[src/design/avt_pkg.sv]
// shared types and constants of the affine vertex transform core
package avt_pkg;

    localparam int COORD_W   = 32;
    localparam int FRAC_BITS = 16;
    localparam int IDX_W     = 4;
    localparam int NUM_ROWS  = 3;
    localparam int NUM_COLS  = 4;
    localparam int NUM_WORDS = NUM_ROWS * NUM_COLS;
    localparam int PROD_W    = 2 * COORD_W;
    localparam int SUM_W     = PROD_W + 3;

    localparam logic OP_LOAD  = 1'b0;
    localparam logic OP_XFORM = 1'b1;

    // words on the diagonal of the 3x3 part hold 1.0 after reset
    localparam logic [NUM_WORDS-1:0] DIAG_MASK = 12'b0100_0010_0001;
    localparam logic [COORD_W-1:0] FIX_ONE =
        {{(COORD_W-FRAC_BITS-1){1'b0}}, 1'b1, {FRAC_BITS{1'b0}}};

    typedef struct packed {
        logic                      opcode;
        logic [IDX_W-1:0]          element_index;
        logic signed [COORD_W-1:0] element_value;
        logic signed [COORD_W-1:0] pos_x;
        logic signed [COORD_W-1:0] pos_y;
        logic signed [COORD_W-1:0] pos_z;
        logic signed [COORD_W-1:0] norm_x;
        logic signed [COORD_W-1:0] norm_y;
        logic signed [COORD_W-1:0] norm_z;
    } in_word_t;

    typedef struct packed {
        logic signed [COORD_W-1:0] out_pos_x;
        logic signed [COORD_W-1:0] out_pos_y;
        logic signed [COORD_W-1:0] out_pos_z;
        logic signed [COORD_W-1:0] out_norm_x;
        logic signed [COORD_W-1:0] out_norm_y;
        logic signed [COORD_W-1:0] out_norm_z;
        logic                      saturated;
    } out_word_t;

    // classified command between front and back
    typedef struct packed {
        logic                             is_load;
        logic [IDX_W-1:0]                 index;
        logic [COORD_W-1:0]               value;
        logic [NUM_ROWS-1:0][COORD_W-1:0] pos;
        logic [NUM_ROWS-1:0][COORD_W-1:0] norm;
    } cmd_t;

endpackage

[src/design/avt_res_fifo.sv]
// result queue in front of the output port
module avt_res_fifo #(
    parameter int DEPTH = 8
) (
    input  logic               clk,
    input  logic               rst_n,
    input  logic               wr_en,
    input  avt_pkg::out_word_t wr_data,
    input  logic               pop,
    output logic               empty,
    output avt_pkg::out_word_t rd_data
);

    localparam int PTR_W = (DEPTH > 1) ? $clog2(DEPTH) : 1;
    localparam int CNT_W = $clog2(DEPTH + 1);

    avt_pkg::out_word_t slot_reg [DEPTH];
    logic [PTR_W-1:0]   wr_ptr_reg, wr_ptr_next;
    logic [PTR_W-1:0]   rd_ptr_reg, rd_ptr_next;
    logic [CNT_W-1:0]   cnt_reg, cnt_next;
    logic               rd_en;

    assign empty   = (cnt_reg == '0);
    assign rd_data = slot_reg[rd_ptr_reg];
    assign rd_en   = pop && !empty;

    always_comb
    begin
        wr_ptr_next = wr_ptr_reg;
        rd_ptr_next = rd_ptr_reg;
        cnt_next    = cnt_reg;
        if (wr_en)
            wr_ptr_next = (wr_ptr_reg == PTR_W'(DEPTH - 1)) ? '0 : wr_ptr_reg + 1'b1;
        if (rd_en)
            rd_ptr_next = (rd_ptr_reg == PTR_W'(DEPTH - 1)) ? '0 : rd_ptr_reg + 1'b1;
        if (wr_en && !rd_en)
            cnt_next = cnt_reg + 1'b1;
        else if (rd_en && !wr_en)
            cnt_next = cnt_reg - 1'b1;
    end

    always_ff @(posedge clk or negedge rst_n)
    begin
        if (!rst_n)
        begin
            wr_ptr_reg <= '0;
            rd_ptr_reg <= '0;
            cnt_reg    <= '0;
        end
        else
        begin
            wr_ptr_reg <= wr_ptr_next;
            rd_ptr_reg <= rd_ptr_next;
            cnt_reg    <= cnt_next;
        end
    end

    always_ff @(posedge clk)
    begin
        if (wr_en)
            slot_reg[wr_ptr_reg] <= wr_data;
    end

endmodule

[config.mk]
export PLATFORM = sky130hd
export DESIGN_NAME = avt_res_fifo
export DESIGN_NICKNAME = d
export VERILOG_FILES = /design/src/design/avt_pkg.sv /design/src/design/avt_res_fifo.sv
export SDC_FILE = /design/constraint.sdc
export NUM_CORES = 2
export LEC_CHECK = 0
export ABC_AREA = 1
export ABC_CLOCK_PERIOD_IN_PS = 13400
export BUFFER_PORTS_ARGS = -buffer_cell sky130_fd_sc_hd__buf_2
export CORE_MARGIN = 3
export CORE_UTILIZATION = 45
export DETAILED_ROUTE_END_ITERATION = 7
export GPL_TIMING_DRIVEN = 0
export HOLD_SLACK_MARGIN = 0.05
export SYNTH_ARGS = -nofsm -noshare
export SYNTH_HDL_FRONTEND = slang
export SYNTH_SLANG_ARGS = --single-unit
export TNS_END_PERCENT = 10
[constraint.sdc]
create_clock -name clk -period 13.4 [get_ports clk]
set_input_delay 0 -clock clk [delete_from_list [all_inputs] [get_ports clk]]
set_output_delay 0 -clock clk [all_outputs]
set_load 0.02 [all_outputs]
# Word-level counts from Yosys, hierarchy flattened
# Memories as Yosys holds them, arrays and structs flattened.
# Index checks and enable logic that the tools add are counted.
# totals
inputBits	197
latch_bits	0
n_memories	1
out_inout_bits	194
ram_bits	1544
register_bits	10
romBits	0
elab_cells	24
# memory_table
name	words	word_bits	read_ports	rd_ports_with_merged_regs	write_ports	line	source
slot_reg	8	193	1	0	1	avt_res_fifo.sv:17	avt_pkg::out_word_t slot_reg [DEPTH];
# op_classes
order_cmp	0
eq_ne	2
addsub	4
bitwise	0
n_reduce_logical	8
shift	0
multipliers	0
mux	6
div_mod_pow	0
# op_table
cell	n
$mux 4	2
$add 3x1->3 const B	2
$eq 3x3->1 const B	2
$mux 3	2
$add 4x1->4 const B	1
$logic_not 4->1	1
$sub 4x1->4 const B	1
$logic_and 1x1->1	3
$logic_not 1->1	3
$mux 1	2
$reduce_bool 2->1	1

# Depth between registers and ports, before layout
# logic_depth
word_depth	6
mapped_depth	12
depth_no_buf	12

# Worst setup path before layout
# OpenSTA, ideal clock, no wires.
# synth_path
path_kind	flip-flop to flip-flop
start	register wr_ptr_reg[2]
end	memory slot_reg[0][0] (netlist name), enable pin
setup_ps	750
synth_period_minus_slack_ps	9323
required_time_ps	12650
setup_slack_ps	4077
path_buffers	0
path_stages_with_launch	4
arrival_time_ps	8572
cell_sequence	dfrtp_1 inv_1 nand2_1 nor2_1
# synth_rtl
item	line	source
start, declared	avt_res_fifo.sv:18	logic [PTR_W-1:0] wr_ptr_reg, wr_ptr_next;
start signal, assigned	avt_res_fifo.sv:52	wr_ptr_reg <= wr_ptr_next;
end, declared	avt_res_fifo.sv:17	
# No word-level cell before the write port.

==> impl_metrics.yaml <==
power:
  p_int_mw: 10.4
  pwr-share-seq_pct: 34.4
  p_comb_share_pct: 40.3
  clock_power_share_pct: 25.3
  vdd_drop_max_mv: 0.161
  power_density_nw_per_um2: 215
  swShare_pct: 40.4
  p_switching_mw: 7.09
  total_power_mw: 17.5
  leakagePower_nw: 35.3
yosys:
  async_reset_ff_share_pct: 0.644
  synth_nets: 6956
  syn_area_per_cell_um2: 9.87
  synthCells: 6751
  synthFlopType: "edfxtp_1"
  ys_top_cells_by_count: "nand2_1, nor2_1, edfxtp_1"
  synth-edff-count: 1544
  synthTopCellsByArea: "edfxtp_1, nand2_1, nor2_1"
  syn_area_um2: 66600
  synth.most_common_cell: "nand2_1"
  yosys_warnings: 0
  synth-seq-cells: 1554
  synth_cell_types: 19
  yosysSeqAreaShare_pct: 69.9
  yosys.area.top_type: "edfxtp_1"
  yosys.area.top_type_share_pct: 69.6
job:
  drv_cap: 0
floorplanning:
  die-area_um2: 153000
  rows: 140
  core_area_um2: 146000
  initial_core_util_pct: 45.5
  fp.dieW_um: 391
  die_height_um: 391
  ios: 391
layout:
  fillers: 12500
  area_growth_pct: 22.3
  drive_gt1_share_pct: 11.9
  utilization_pct: 55.6
  fin_cells: 9813
  largest_reg_flops: 1544
  multi_input_area_um2: 15600
  fin_nets: 7949
  regArea_um2: 46600
timing:
  rsz0062_at_grt: "false"
  report.final.hold_viol_count: 0
  fin_skew_ps: 26.2
  slew_violations: 0
  tightest_slew_ps: 1240
  fin_crit_ps: 3360
  finalSetupViolations: 0
  relSlewSlack_pct: 17.3
  post-route-period-util_pct: 25.1
  max_freq_mhz: 298
outcome:
  status: "finished, final reports clean"
critical_path:
  reg2reg_from: "wr_ptr_reg[0]"
  critical_path_class: "flip-flop to output port"
  path_depth: 7
  reg2reg_to: "slot_reg[1][122]"
  end_kind: "output port"
  crit_buf_inv: 5
  r2r_slack_ps: 10620
  arrival_ps: 3360
  start_kind: "flip-flop"
  crit_chain: "clkbuf_1, clkinv_1, clkbuf_2, clkbuf_1, nand2_1, nand2_1, buf_2"
  crit_family: "buffers and inverters"
  cpPeakStageDelay_ps: 620
  ff2ff_path_depth: 7
  cp_slowest_cell: "clkbuf_2"
  cp.required_ps: 13400
  path_max_fanout: 10
placed_design:
  dpl.cell_count: 9129
  gp_congestion: 0.793
  numPortBuffers: 390
  dp_hpwl_um: 121000
global_route:
  grt_pass1_wl_um: 280000
  gr-total-overflow: 0
  grt_max_degree: 28
  gr-usage-all-layers_pct: 24.7
  antenna_found_initial: 31
  grt_pass1_vias: 44700
clock_tree:
  cts_buffers: 167
  clk_root_buffer_cell: "clkbuf_16"
  cts_tree: "built"
  clk_pin_slew_ps: 70
  clock-sinks: 1554
  clkLatencyLatePin_ps: 810
  htree_levels: 4
  cts_resized: 0
  clk_path_buf_depth: 3
detailed_routing:
  dr.pass1.iters: 6
  drc: 0
  avgViaCountPerCell: 4.81
  wl_um: 190000
  wl_per_cell_um: 19.4
  vias: 47200
  drtIter0Drc: 3877
  antenna_left: 0
min_path:
  hold_start: "wr_data[107]"
  min_path_type: "input port to flip-flop"
  hold_end: "slot_reg[0][107]"
  hold_depth: 2
## routing by layer
metal / vias to the layer above / global-route usage, % / wire length (um)
met5: - / 0 / 59
met4: 10 / 8.58 / 5950
met3: 336 / 4.84 / 14800
met2: 1646 / 40.2 / 89300
met1: 22200 / 33.2 / 80200
li1: 23000 / - / -
## power groups by stage
stage / logic, mW / clock network [mW] / registers, mW
floorplan: 4.20 / 0 / 6.30
global placement: 6.77 / 0 / 6.51
detailed placement: 7.01 / 0 / 6.13
CTS: 7.13 / 4.51 / 6.03
global route: 7.78 / 4.72 / 6.07
finish: 7.06 / 4.44 / 6.03
## through the flow
stage          hold slack (ps)  setup slack [ps]  area, um2  setup TNS, ps
6_report                  94.2             10040      81500              0
5_1_grt                   76.6              9950      81400              0
4_1_cts                   51.6              9520      81400              0
3_5_place_dp              -112             10400      72600              0
3_3_place_gp              -118             -4890      71000       -6849380
2_1_floorplan             -296              4080      66600              0
## layout by cell type (no fill, tap or decap), types with 2 or more instances in the layout
cell           Yosys  layout
clkinv_2           0      28
clkbuf_1          48      90
clkinv_4           0       2
buf_4             19      19
buf_2            201     591
clkinv_8           0       4
clkinv_1           1      23
clkbuf_2           0       2
bufinv_16          0      11
buf_12             0      59
nand3_1            5       5
buf_16             0      12
clkbuf_8           0       3
clkinv_16          0       2
nor2_4             0       8
buf_1             19      19
o21ai_0            6       6
xnor2_1            2       2
diode_2            0      24
ha_1               7       7
inv_6              0       9
clkbuf_16          0     167
buf_6             13      13
nand2_1         2534    2534
nor2_1          1556    1548
dfrtp_1           10      10
inv_1            782     782
clkinvlp_4         0       3
dlygate4sd3_1      0     363
edfxtp_1        1544    1544
## cells by family after synthesis
| kind of cell | after synthesis | share of synthesized area [%] |
|---|---|---|
| flip-flops | 1554 | 69.9 |
| AO/OA/AOI/OAI | 7 | 0.0526 |
| buffers and inverters | 1084 | 6.74 |
| AND/OR/NAND/NOR | 4096 | 23.1 |
| adder cells (fa/ha/maj) | 8 | 0.161 |
| XOR/XNOR | 2 | 0.0263 |
## worst max path at each step
stage,from,endpoint
after floorplan,wr_ptr_reg[2],slot_reg[0][0]
after global placement,wr_ptr_reg[2],slot_reg[3][60]
after detailed placement,rd_ptr_reg[2],rd_data[112]
after CTS,rd_ptr_reg[2],rd_data[112]
after global routing,rd_ptr_reg[1],rd_data[110]
final,rd_ptr_reg[2],rd_data[110]
## what timing repair did
item	CTS	global route
endpoints found under the hold margin	1582	0
hold buffers	363	0
buffers inserted	0	0
## area by class of cell
cell class | instances | share of cell area (%)
timing repair buffer | 824 | 8.71
clock buffer | 214 | 5.38
multi-input combinational | 4113 | 19.2
inverter | 784 | 3.61
tap | 1917 | 2.94
antenna | 24 | 0.0737
sequential | 1554 | 57.2
clock inverter | 83 | 1.02
buffer | 300 | 1.90
Note: power is estimated with default switching activity, not from simulation.
