===== src/design/avt_pkg.sv =====
// shared types and constants of the affine vertex transform core
package avt_pkg;

    localparam int COORD_W   = 32;
    localparam int FRAC_BITS = 16;
    localparam int IDX_W     = 4;
    localparam int NUM_ROWS  = 3;
    localparam int NUM_COLS  = 4;
    localparam int NUM_WORDS = NUM_ROWS * NUM_COLS;
    localparam int PROD_W    = 2 * COORD_W;
    localparam int SUM_W     = PROD_W + 3;

    localparam logic OP_LOAD  = 1'b0;
    localparam logic OP_XFORM = 1'b1;

    // words on the diagonal of the 3x3 part hold 1.0 after reset
    localparam logic [NUM_WORDS-1:0] DIAG_MASK = 12'b0100_0010_0001;
    localparam logic [COORD_W-1:0] FIX_ONE =
        {{(COORD_W-FRAC_BITS-1){1'b0}}, 1'b1, {FRAC_BITS{1'b0}}};

    typedef struct packed {
        logic                      opcode;
        logic [IDX_W-1:0]          element_index;
        logic signed [COORD_W-1:0] element_value;
        logic signed [COORD_W-1:0] pos_x;
        logic signed [COORD_W-1:0] pos_y;
        logic signed [COORD_W-1:0] pos_z;
        logic signed [COORD_W-1:0] norm_x;
        logic signed [COORD_W-1:0] norm_y;
        logic signed [COORD_W-1:0] norm_z;
    } in_word_t;

    typedef struct packed {
        logic signed [COORD_W-1:0] out_pos_x;
        logic signed [COORD_W-1:0] out_pos_y;
        logic signed [COORD_W-1:0] out_pos_z;
        logic signed [COORD_W-1:0] out_norm_x;
        logic signed [COORD_W-1:0] out_norm_y;
        logic signed [COORD_W-1:0] out_norm_z;
        logic                      saturated;
    } out_word_t;

    // classified command between front and back
    typedef struct packed {
        logic                             is_load;
        logic [IDX_W-1:0]                 index;
        logic [COORD_W-1:0]               value;
        logic [NUM_ROWS-1:0][COORD_W-1:0] pos;
        logic [NUM_ROWS-1:0][COORD_W-1:0] norm;
    } cmd_t;

endpackage


===== src/design/avt_front.sv =====
// front end: accepts input words, drops bad loads, queues commands for the back end
module avt_front #(
    parameter int CMD_DEPTH = 4
) (
    input  logic             clk,
    input  logic             rst_n,
    input  logic             push,
    input  avt_pkg::in_word_t in_data,
    output logic             full,
    output logic             cmd_valid,
    output avt_pkg::cmd_t    cmd_data,
    input  logic             cmd_pop
);

    localparam int PTR_W = (CMD_DEPTH > 1) ? $clog2(CMD_DEPTH) : 1;
    localparam int CNT_W = $clog2(CMD_DEPTH + 1);

    avt_pkg::cmd_t    queue_reg [CMD_DEPTH];
    logic [PTR_W-1:0] wr_ptr_reg, wr_ptr_next;
    logic [PTR_W-1:0] rd_ptr_reg, rd_ptr_next;
    logic [CNT_W-1:0] cnt_reg, cnt_next;

    avt_pkg::cmd_t cmd_in;
    logic          keep;
    logic          wr_en;
    logic          rd_en;

    // classify: transforms always go on, loads only to a real matrix word
    always_comb
    begin
        keep = 1'b0;
        if (in_data.opcode == avt_pkg::OP_XFORM)
            keep = 1'b1;
        else if (in_data.element_index inside {[0:avt_pkg::NUM_WORDS-1]})
            keep = 1'b1;
        cmd_in.is_load = (in_data.opcode == avt_pkg::OP_LOAD);
        cmd_in.index   = in_data.element_index;
        cmd_in.value   = in_data.element_value;
        cmd_in.pos[0]  = in_data.pos_x;
        cmd_in.pos[1]  = in_data.pos_y;
        cmd_in.pos[2]  = in_data.pos_z;
        cmd_in.norm[0] = in_data.norm_x;
        cmd_in.norm[1] = in_data.norm_y;
        cmd_in.norm[2] = in_data.norm_z;
    end

    assign full      = (cnt_reg == CNT_W'(CMD_DEPTH));
    assign cmd_valid = (cnt_reg != '0);
    assign cmd_data  = queue_reg[rd_ptr_reg];
    assign wr_en     = push && !full && keep;
    assign rd_en     = cmd_pop && cmd_valid;

    always_comb
    begin
        wr_ptr_next = wr_ptr_reg;
        rd_ptr_next = rd_ptr_reg;
        cnt_next    = cnt_reg;
        if (wr_en)
            wr_ptr_next = (wr_ptr_reg == PTR_W'(CMD_DEPTH - 1)) ? '0 : wr_ptr_reg + 1'b1;
        if (rd_en)
            rd_ptr_next = (rd_ptr_reg == PTR_W'(CMD_DEPTH - 1)) ? '0 : rd_ptr_reg + 1'b1;
        if (wr_en && !rd_en)
            cnt_next = cnt_reg + 1'b1;
        else if (rd_en && !wr_en)
            cnt_next = cnt_reg - 1'b1;
    end

    always_ff @(posedge clk or negedge rst_n)
    begin
        if (!rst_n)
        begin
            wr_ptr_reg <= '0;
            rd_ptr_reg <= '0;
            cnt_reg    <= '0;
        end
        else
        begin
            wr_ptr_reg <= wr_ptr_next;
            rd_ptr_reg <= rd_ptr_next;
            cnt_reg    <= cnt_next;
        end
    end

    always_ff @(posedge clk)
    begin
        if (wr_en)
            queue_reg[wr_ptr_reg] <= cmd_in;
    end

endmodule


===== config.mk =====
export PLATFORM = sky130hd
export DESIGN_NAME = avt_front
export DESIGN_NICKNAME = d
export VERILOG_FILES = /design/src/design/avt_pkg.sv /design/src/design/avt_front.sv
export SDC_FILE = /design/constraint.sdc
export NUM_CORES = 1
export LEC_CHECK = 0
export BUFFER_PORTS_ARGS = -buffer_cell sky130_fd_sc_hd__clkbuf_2
export CAP_MARGIN = 20
export CELL_PAD_IN_SITES_DETAIL_PLACEMENT = 0
export CELL_PAD_IN_SITES_GLOBAL_PLACEMENT = 1
export CORE_AREA = 2 2 246 248
export CTS_BUF_LIST = sky130_fd_sc_hd__clkbuf_8
export CTS_CLUSTER_DIAMETER = 100
export DETAILED_ROUTE_END_ITERATION = 6
export DIE_AREA = 0 0 248 250
export GPL_TIMING_DRIVEN = 0
export PLACE_DENSITY_LB_ADDON = 0.1
export RECOVER_POWER = 100
export SKIP_LAST_GASP = 1
export SYNTH_ARGS = -nofsm -noshare
export SYNTH_HDL_FRONTEND = slang
export SYNTH_SLANG_ARGS = --single-unit

===== constraint.sdc =====
create_clock -name clk -period 19.4 [get_ports clk]
set_input_delay 2.91 -clock clk [delete_from_list [all_inputs] [get_ports clk]]
set_output_delay 2.91 -clock clk [all_outputs]
set_load 0.02 [all_outputs]

### After elaboration in Yosys (flattened, before gate mapping)

Memory sizes are Yosys's and may differ from the RTL's.
Index checks and enable logic that the tools add are counted.

* add/subtract/negate cells: 4
* order comparisons: 2
* eq/ne operators: 3
* mux-type cells: 8
* bitwise logic cells: 1
* reduce and logical (&&, ||, !) cells: 11

Operator list (count)
* logical AND 1 bit: 6
* two-way mux 3 bit: 2
* adder 2 x 1 -> 2 bit, second input constant: 2
* == test 2 bit, second input constant: 2
* >= comparator 4 x 1 -> 1 bit, second input constant: 1
* less-or-equal comparator 4 bit, second input constant: 1
* two-way mux 1 bit: 4
* two-way mux 2 bit: 2
* adder 3 x 1 -> 3 bit, second input constant: 1
* == test 3 bit, second input constant: 1
* zero test 1 bit: 3
* nonzero test 3 bit: 1
* subtractor 3 x 1 -> 3 bit, second input constant: 1
* nonzero test 2 bit: 1
* NOT 1 bit: 1

* bits in registers: 7
* memory bits (writable): 916
* input port bits: 233
* output and inout port bits: 231
* logic and storage cells: 33
* memories: 1

Memory list
* queue_reg: depth 4, width 229, read ports 1, clocked after Yosys merged registers in 0, write ports 1, line avt_front.sv:18 `avt_pkg::cmd_t queue_reg [CMD_DEPTH];`

### Longest topological paths before layout

Gate-level depths: netlist of the first run.

* depth after elaboration: 9
* depth in mapped cells: 8
* mapped depth without buffers: 8

### Worst setup path after synthesis of the first run

No wires, ideal clock.

* kind: input-to-reg
* start: in in_data[228] (netlist bit)
* end: mem queue_reg[0][0] (netlist bit), enable pin
* library setup time: 0.618 ns
* arrival time: 8.553 ns
* data required time: 18.782 ns
* path slack: 10.229 ns
* stages on the path: 3
* buffers on the path: 0
* path through: inv_1 a311oi_4 and2_1

* word-level cells in the longest chain between the ends: 4

Ends and longest elaborated chain
* start: declaration: line avt_front.sv:8 `input avt_pkg::in_word_t in_data,`
* two-way mux 1 bit: line avt_front.sv:32 `if (in_data.opcode == avt_pkg::OP_XFORM)`
* logical AND 1 bit: line avt_front.sv:50 `assign wr_en = push && !full && keep;`
* net wr_en: line avt_front.sv:25 `logic wr_en;`
* two-way mux 1 bit: line avt_front.sv:86 `if (wr_en)`
* two-way mux 1 bit (implied by the code): line avt_front.sv:87 `queue_reg[wr_ptr_reg] <= cmd_in;`
* end: declaration: line avt_front.sv:18

The timed path passes the listed nets, and every way through them passes these cells.

### Final worst setup path of the first run

* start: in in_data[226] (netlist bit)
* end: mem queue_reg[1][83] (netlist bit), enable pin

* word-level cells in the longest chain between the ends: 7
* elaborated cells between the ends (all ways): 8
* those cells by class: order compare: 2; mux: 4; reduce/logical: 2

Ends and longest elaborated chain
* >= comparator 4 x 1 -> 1 bit or less-or-equal comparator 4 bit (tied branches): line avt_front.sv:34 `else if (in_data.element_index inside {[0:avt_pkg::NUM_WORDS-1]})`
* logical AND 1 bit *: line avt_front.sv:34
* two-way mux 1 bit *: line avt_front.sv:34
* two-way mux 1 bit *: line avt_front.sv:32
* logical AND 1 bit *: line avt_front.sv:50
* net wr_en: line avt_front.sv:25
* two-way mux 1 bit *: line avt_front.sv:86
* two-way mux 1 bit (implied by the code) *: line avt_front.sv:87

Mark *: on every way through the listed nets, which the timed path passes. The rest lies on a longest branch.

==> results of run 1 <==
-- how the worst max path moves through the flow --
stage / slack, ns / endpoint / depth (start not counted) / startpoint
6_report: 8.11 / queue_reg[1][83]$_DFFE_PP_ / 6 / in_data[226]
5_1_grt: 7.31 / queue_reg[3][75]$_DFFE_PP_ / 6 / in_data[226]
4_1_cts: 13.42 / cmd_data[121] / 5 / rd_ptr_reg[1]$_DFFE_PN0P_
3_5_place_dp: 13.64 / queue_reg[1][82]$_DFFE_PP_ / 6 / in_data[227]
3_3_place_gp: 5.51 / queue_reg[2][96]$_DFFE_PP_ / 3 / in_data[227]
2_1_floorplan: 10.23 / queue_reg[0][0]$_DFFE_PP_ / 3 / in_data[228]
-- metal layers --
metal  global-route usage  share of wire  vias to the layer above
li1                     -              -                     6660
met1                0.281           0.38                     7963
met2                0.343           0.50                      510
met3               0.0841          0.088                      125
met4               0.0896          0.025                       20
met5                    0         0.0020                        -
-- cell type report --
cell class                      count  area (um^2)  area share
Antenna cell                        9         22.5    0.000580
Buffer                             52          365     0.00941
Clock buffer                      151         2080      0.0535
Clock inverter                     92          423      0.0109
Inverter                            5         18.8    0.000483
Multi-Input combinational cell    255         5400       0.139
Sequential cell                   923        27700       0.713
Tap cell                          782          978      0.0252
Timing Repair Buffer              480         1870      0.0482
-- power groups by stage --
stage	clock network (mW)	registers (mW)	logic, mW
after global routing	1.55	2.71	2.09
after detailed placement	0	2.69	2.14
after CTS	1.47	2.65	2.14
final	1.43	2.68	1.96
after global placement	0	2.85	2.08
after floorplan	0	2.76	1.38
-- critical path: cells and delay by family --
family	cells	cell delay, ns
AND/OR/NAND/NOR	1	2.90
AO/OA/AOI/OAI	1	0.85
buffers and inverters	4	4.97
-- cell usage in the layout, fill, tap and decap left out, types with 3 or more instances in the layout --
master / netlist / routed
buf_6: 22 / 22
clkbuf_8: 0 / 151
and2_0: 0 / 4
diode_2: 0 / 9
dfrtp_1: 7 / 7
ha_1: 6 / 6
clkinv_1: 0 / 25
clkinv_2: 0 / 6
clkbuf_1: 5 / 479
mux2_2: 5 / 5
inv_1: 5 / 60
clkbuf_2: 0 / 25
buf_2: 25 / 4
mux4_2: 229 / 229
edfxtp_1: 916 / 916
nor2_1: 3 / 3
-- cell families (layout without fill, tap and decap cells) --
| logic type | after synthesis | after routing | share of synthesized area |
|---|---|---|---|
| xor gates and xnor gates | 3 | 3 | 0.000784 |
| buffers and inverters | 57 | 780 | 0.0122 |
| muxes | 234 | 234 | 0.156 |
| AOI/OAI and AO/OA | 1 | 1 | 0.000784 |
| adders and majority gates | 7 | 7 | 0.00284 |
| and+or+nand+nor | 10 | 10 | 0.00175 |
| DFF | 923 | 923 | 0.826 |
| other | 0 | 9 | 0 |
-- per-stage QoR --
stage	cells	total power [mW]	worst slack [ns]	instance area (um^2)
3_5_place_dp	2497	4.83	13.64	37300
5_1_grt	2745	6.36	7.31	38800
4_1_cts	2740	6.26	13.42	39800
2_1_floorplan	1235	4.14	10.23	33500
6_report	2749	6.07	8.11	38800
3_3_place_gp	2480	4.93	5.51	36800
==> metrics.txt, run 1 <==
Slew HR=-1.61; Int Power=4.06 mW; cell with the most instances after synthesis=edfxtp_1; synthesis-to-finish area growth=15.9%; Ys Warns=0; die area=0.0620 mm^2; Initial DRT Pass Iterations=5; post-CTS setup buffer count=0; syn nets=1475; overall via count from detail_route=15300; Vias/cell=5.56; PortBufs=463; ys flop type=edfxtp_1; Routed WL=67.3 mm; Row Count=90; crit start category=primary input; Post-synth EDFFs=916; largest net degree at the start of global routing=57; FF-to-FF Start=cnt_reg[2]$_DFFE_PN0P_; post-CTS resize count=0; r2r endpoint=queue_reg[1][83]$_DFFE_PP_; H-tree depth=4; Hold Path Cell Cnt=1; Final Hold Viols=0; Worst Tran Pin Value=3.92 ns; Seq cells post-synth=923; number of global-route vias before repair=16000; clock sink count=923; max_cap viols=19; grt total ovfl=0; failing checks=max-capacitance violations, max-slew violations; Sw Ratio=0.331; final setup violation count=0; top cells by area, synth=edfxtp_1, mux4_2, buf_6, dfrtp_1, buf_2; Worst IR Drop VDD=0.0795 mV; first-pass GRT wire length=97.9 mm; Die W=248 um; combinational power share=0.323; post-synth top area share=0.821; Post-DRT Antenna Nets=0; fin util=0.652; WHS Endpoint=cnt_reg[2]$_DFFE_PN0P_; placer congestion estimate=0.738; Synth top cells by count=edfxtp_1, mux4_2, buf_2, buf_6, dfrtp_1; Hold Startpoint=cnt_reg[2]$_DFFE_PN0P_; 1st-iter DRT viols=858; clk slew on worst S/H paths=0.06 ns; CTS tree=done; f_max=88.6 MHz; Pwr Density=156 mW/mm^2; Tcrit/Tclk final=0.582; CTS root buffer=clkbuf_8; max-slew violation count=878; worst reg-to-reg path cell count=6; NumNets Final=2102; most used cell, CP=clkbuf_1; FFs w/ async S/R, synth=0.00758; clock share of power=0.235; sequential share of the synthesized area=0.826; Hold Crit Class=register to register; syn avg cell area=27.1 um^2; CP Capture Type=register; Critical Path, Cell by Cell=clkbuf_1 -> a311oi_1 -> and2_0 -> clkbuf_1 -> clkbuf_1 -> buf_12; status=finished with violations; CP Data Arrival Time=11.73 ns; worst reg-to-reg setup slack=9.88 ns; Tmin final=11.29 ns; GRT Resource Usage Total=0.220; Cell Area, Synth=0.0335 mm^2; CP max-delay cell=and2_0; routed length per placed instance=24.5 um; critical path class=primary input to register; Largest register FFs=916; buffer depth of the longest clock path=3; core area=0.0596 mm^2; cts hold-fix bufs=0; cells after synthesis=1235; RSZ-0062 raised after global routing=no; Ports=464; initial core utilization=0.563; Die H=250 um; filler instances=4166; Yosys cell types=18; DRC=0; hold_ws=0.488 ns; hpwl dp=42.9 mm; setup total negative slack=0 ns; CTS buffer count=145; crit-path max FO=52; share of layout cells above drive strength 1=0.230; leakage power=12.3 nW; CP required=19.83 ns; Clock Latency Late Sink=0.77 ns; Seq pwr share=0.442; Synth area leader=edfxtp_1; final clock skew=0.0352 ns; initial antenna violation count=15; Switching Power=2.01 mW; slowest stage delay, CP=2.90 ns
(Power assumes the default switching activity.)
==> run 2: changes to the inputs <==
--- a/config.mk
+++ b/config.mk
@@ -9,11 +9,11 @@
 export CAP_MARGIN = 20
 export CELL_PAD_IN_SITES_DETAIL_PLACEMENT = 0
 export CELL_PAD_IN_SITES_GLOBAL_PLACEMENT = 1
-export CORE_AREA = 2 2 246 248
+export CORE_AREA = 2 2 255 257
 export CTS_BUF_LIST = sky130_fd_sc_hd__clkbuf_8
 export CTS_CLUSTER_DIAMETER = 100
 export DETAILED_ROUTE_END_ITERATION = 6
-export DIE_AREA = 0 0 248 250
+export DIE_AREA = 0 0 257 259
 export GPL_TIMING_DRIVEN = 0
 export PLACE_DENSITY_LB_ADDON = 0.1
 export RECOVER_POWER = 100
==> constraint.sdc (replaced) <==
create_clock -name clk -period 10.9 [get_ports clk]
set_input_delay 1.635 -clock clk [delete_from_list [all_inputs] [get_ports clk]]
set_output_delay 1.635 -clock clk [all_outputs]
set_load 0.02 [all_outputs]
==> metrics.txt, run 2 (synthesis gave the netlist of run 1 again) <==
status=finished with violations; failing checks=max-capacitance violations, max-slew violations; Pwr Density=279 mW/mm^2 (+78%); Post-DRT Antenna Nets=0 (unchanged); CP required=11.21 ns (-8.62 ns); 1st-iter DRT viols=1142 (+33%); crit-path max FO=41 (-21%); leakage power=12.4 nW (+0.89%); Final Hold Viols=0 (unchanged); Die H=259 um (+3.6%); setup total negative slack=0 ns (unchanged); critical path class=primary input to register; Placed Cells=2570 (+2.9%); clk slew on worst S/H paths=0.06 ns (about the same); cts hold-fix bufs=0 (unchanged); number of global-route vias before repair=16500 (+2.9%); most frequent cells in the layout=edfxtp_1, clkbuf_1, mux4_2; Routed WL=69.3 mm (+2.9%); NumNets Final=2108 (+0.29%); post-CTS resize count=0 (unchanged); CTS root buffer=clkbuf_8; slowest stage delay, CP=2.77 ns (-0.13 ns); Tcrit/Tclk final=0.658; critical path's top delay family=simple AND/OR/NAND/NOR gates; RSZ-0062 raised after global routing=no; worst setup path startpoint=in_data[226]; die area=0.0666 mm^2 (+7.4%); crit start category=primary input; most used cell, CP=clkbuf_1; fin cells=2841 (+3.3%); CP Data Arrival Time=7.47 ns (-4.26 ns); CTS buffer count=151 (+4.1%); Worst IR Drop VDD=0.135 mV (+69%); final setup violation count=0 (unchanged); share of layout cells above drive strength 1=0.239 (+0.00878); max-slew violation count=463 (-47%); max_cap viols=11 (-8); Hold Crit Class=register to register; GRT Resource Usage Total=0.211 (-0.00946); Ports=464 (unchanged); Slew HR=-1.46 (+0.150); hold_ws=0.500 ns (+0.0119 ns); first-pass GRT wire length=102 mm (+4.0%); DRC=0 (unchanged); synthesis-to-finish area growth=17.0%; grt total ovfl=0 (unchanged); CTS tree=done; PortBufs=463 (unchanged); FF-to-FF Start=cnt_reg[2]$_DFFE_PN0P_; clock sink count=923 (unchanged); hpwl dp=43.9 mm (+2.3%); Hold Startpoint=cnt_reg[2]$_DFFE_PN0P_; initial core utilization=0.525 (-0.0380); fin util=0.614 (-0.0382); largest net degree at the start of global routing=56 (-1.8%); CP max-delay cell=and2_0; overall via count from detail_route=15400 (+0.68%); placer congestion estimate=0.740 (+0.24%); CP Capture Type=register; initial antenna violation count=20 (+5); final clock skew=0.0397 ns (+0.00451 ns); Critical Path, Cell by Cell=clkbuf_1 -> a311oi_1 -> and2_0 -> clkbuf_1; buffer depth of the longest clock path=3 (unchanged); Largest register FFs=916 (unchanged); post-CTS setup buffer count=0 (unchanged); routed length per placed instance=24.4 um (-0.47%); Worst Tran Pin Value=3.69 ns (-0.227 ns); H-tree depth=4 (unchanged); Row Count=93 (+3.3%); Tmin final=7.17 ns; core area=0.0639 mm^2 (+7.2%); Initial DRT Pass Iterations=5 (unchanged); Clock Latency Late Sink=0.77 ns (about the same); Die W=257 um (+3.6%); most common cell after layout, fill and taps aside=edfxtp_1; Bufs and invs on worst path=2 (-2); f_max=140 MHz; Vias/cell=5.41 (-2.6%)
==> run 2: changes by cell type in the layout (fill, tap and decap cells not counted), sizes merged <==
cell / delta
buf: +3
inv: -4
clkbuf: +2
clkinvlp: +4
bufinv: +1
diode: +3
clkinv: +10
==> run 2: through the flow <==
step	setup slack (ns)	area, um^2	power [mW]
finish	3.73	39200	10.9
global route	3.24	39200	11.4
CTS	6.09	40000	11.3
detailed placement	6.74	37400	8.62
global placement	-1.95	36900	8.82
floorplan	3.00	33500	7.37
==> run 2: layer usage <==
metal	wire length, um	part of all wire	vias to the layer above	global-route usage
met1	26200	0.38	8050	0.263
met5	160	0.0023	-	0
li1	-	-	6691	-
met4	1410	0.020	22	0.0777
met3	6010	0.087	112	0.0807
met2	35500	0.51	507	0.339
==> run 2: final timing paths <==
path	endpoint	slack (ns)	cells past startpoint
worst max register to register	queue_reg[2][6]$_DFFE_PP_	4.22	4
worst max-delay path	queue_reg[2][6]$_DFFE_PP_	3.73	4
min in group asynchronous	cnt_reg[1]$_DFFE_PN0P_	0.78	1
max in group asynchronous	wr_ptr_reg[1]$_DFFE_PN0P_	9.79	1
worst min register to register	cnt_reg[2]$_DFFE_PN0P_	0.50	1
worst min-delay path	cnt_reg[2]$_DFFE_PN0P_	0.50	1
==> run 2: area by class of cell <==
cell class | count | area, um^2
inverter | 5 | 18.8
tap | 855 | 1070
clock inverter | 103 | 524
multi-input combinational | 255 | 5400
sequential | 923 | 27700
timing repair buffer | 480 | 2050
antenna | 12 | 30.0
clock buffer | 156 | 2150
fill | 4730 | 24700
buffer | 52 | 292
==> run 2: power breakdown <==
| part | total [mW] | switching [mW] | internal, mW |
|---|---|---|---|
| logic | 3.52 | 2.26 | 1.26 |
| registers | 4.75 | 0.120 | 4.63 |
| clock network | 2.66 | 1.27 | 1.39 |
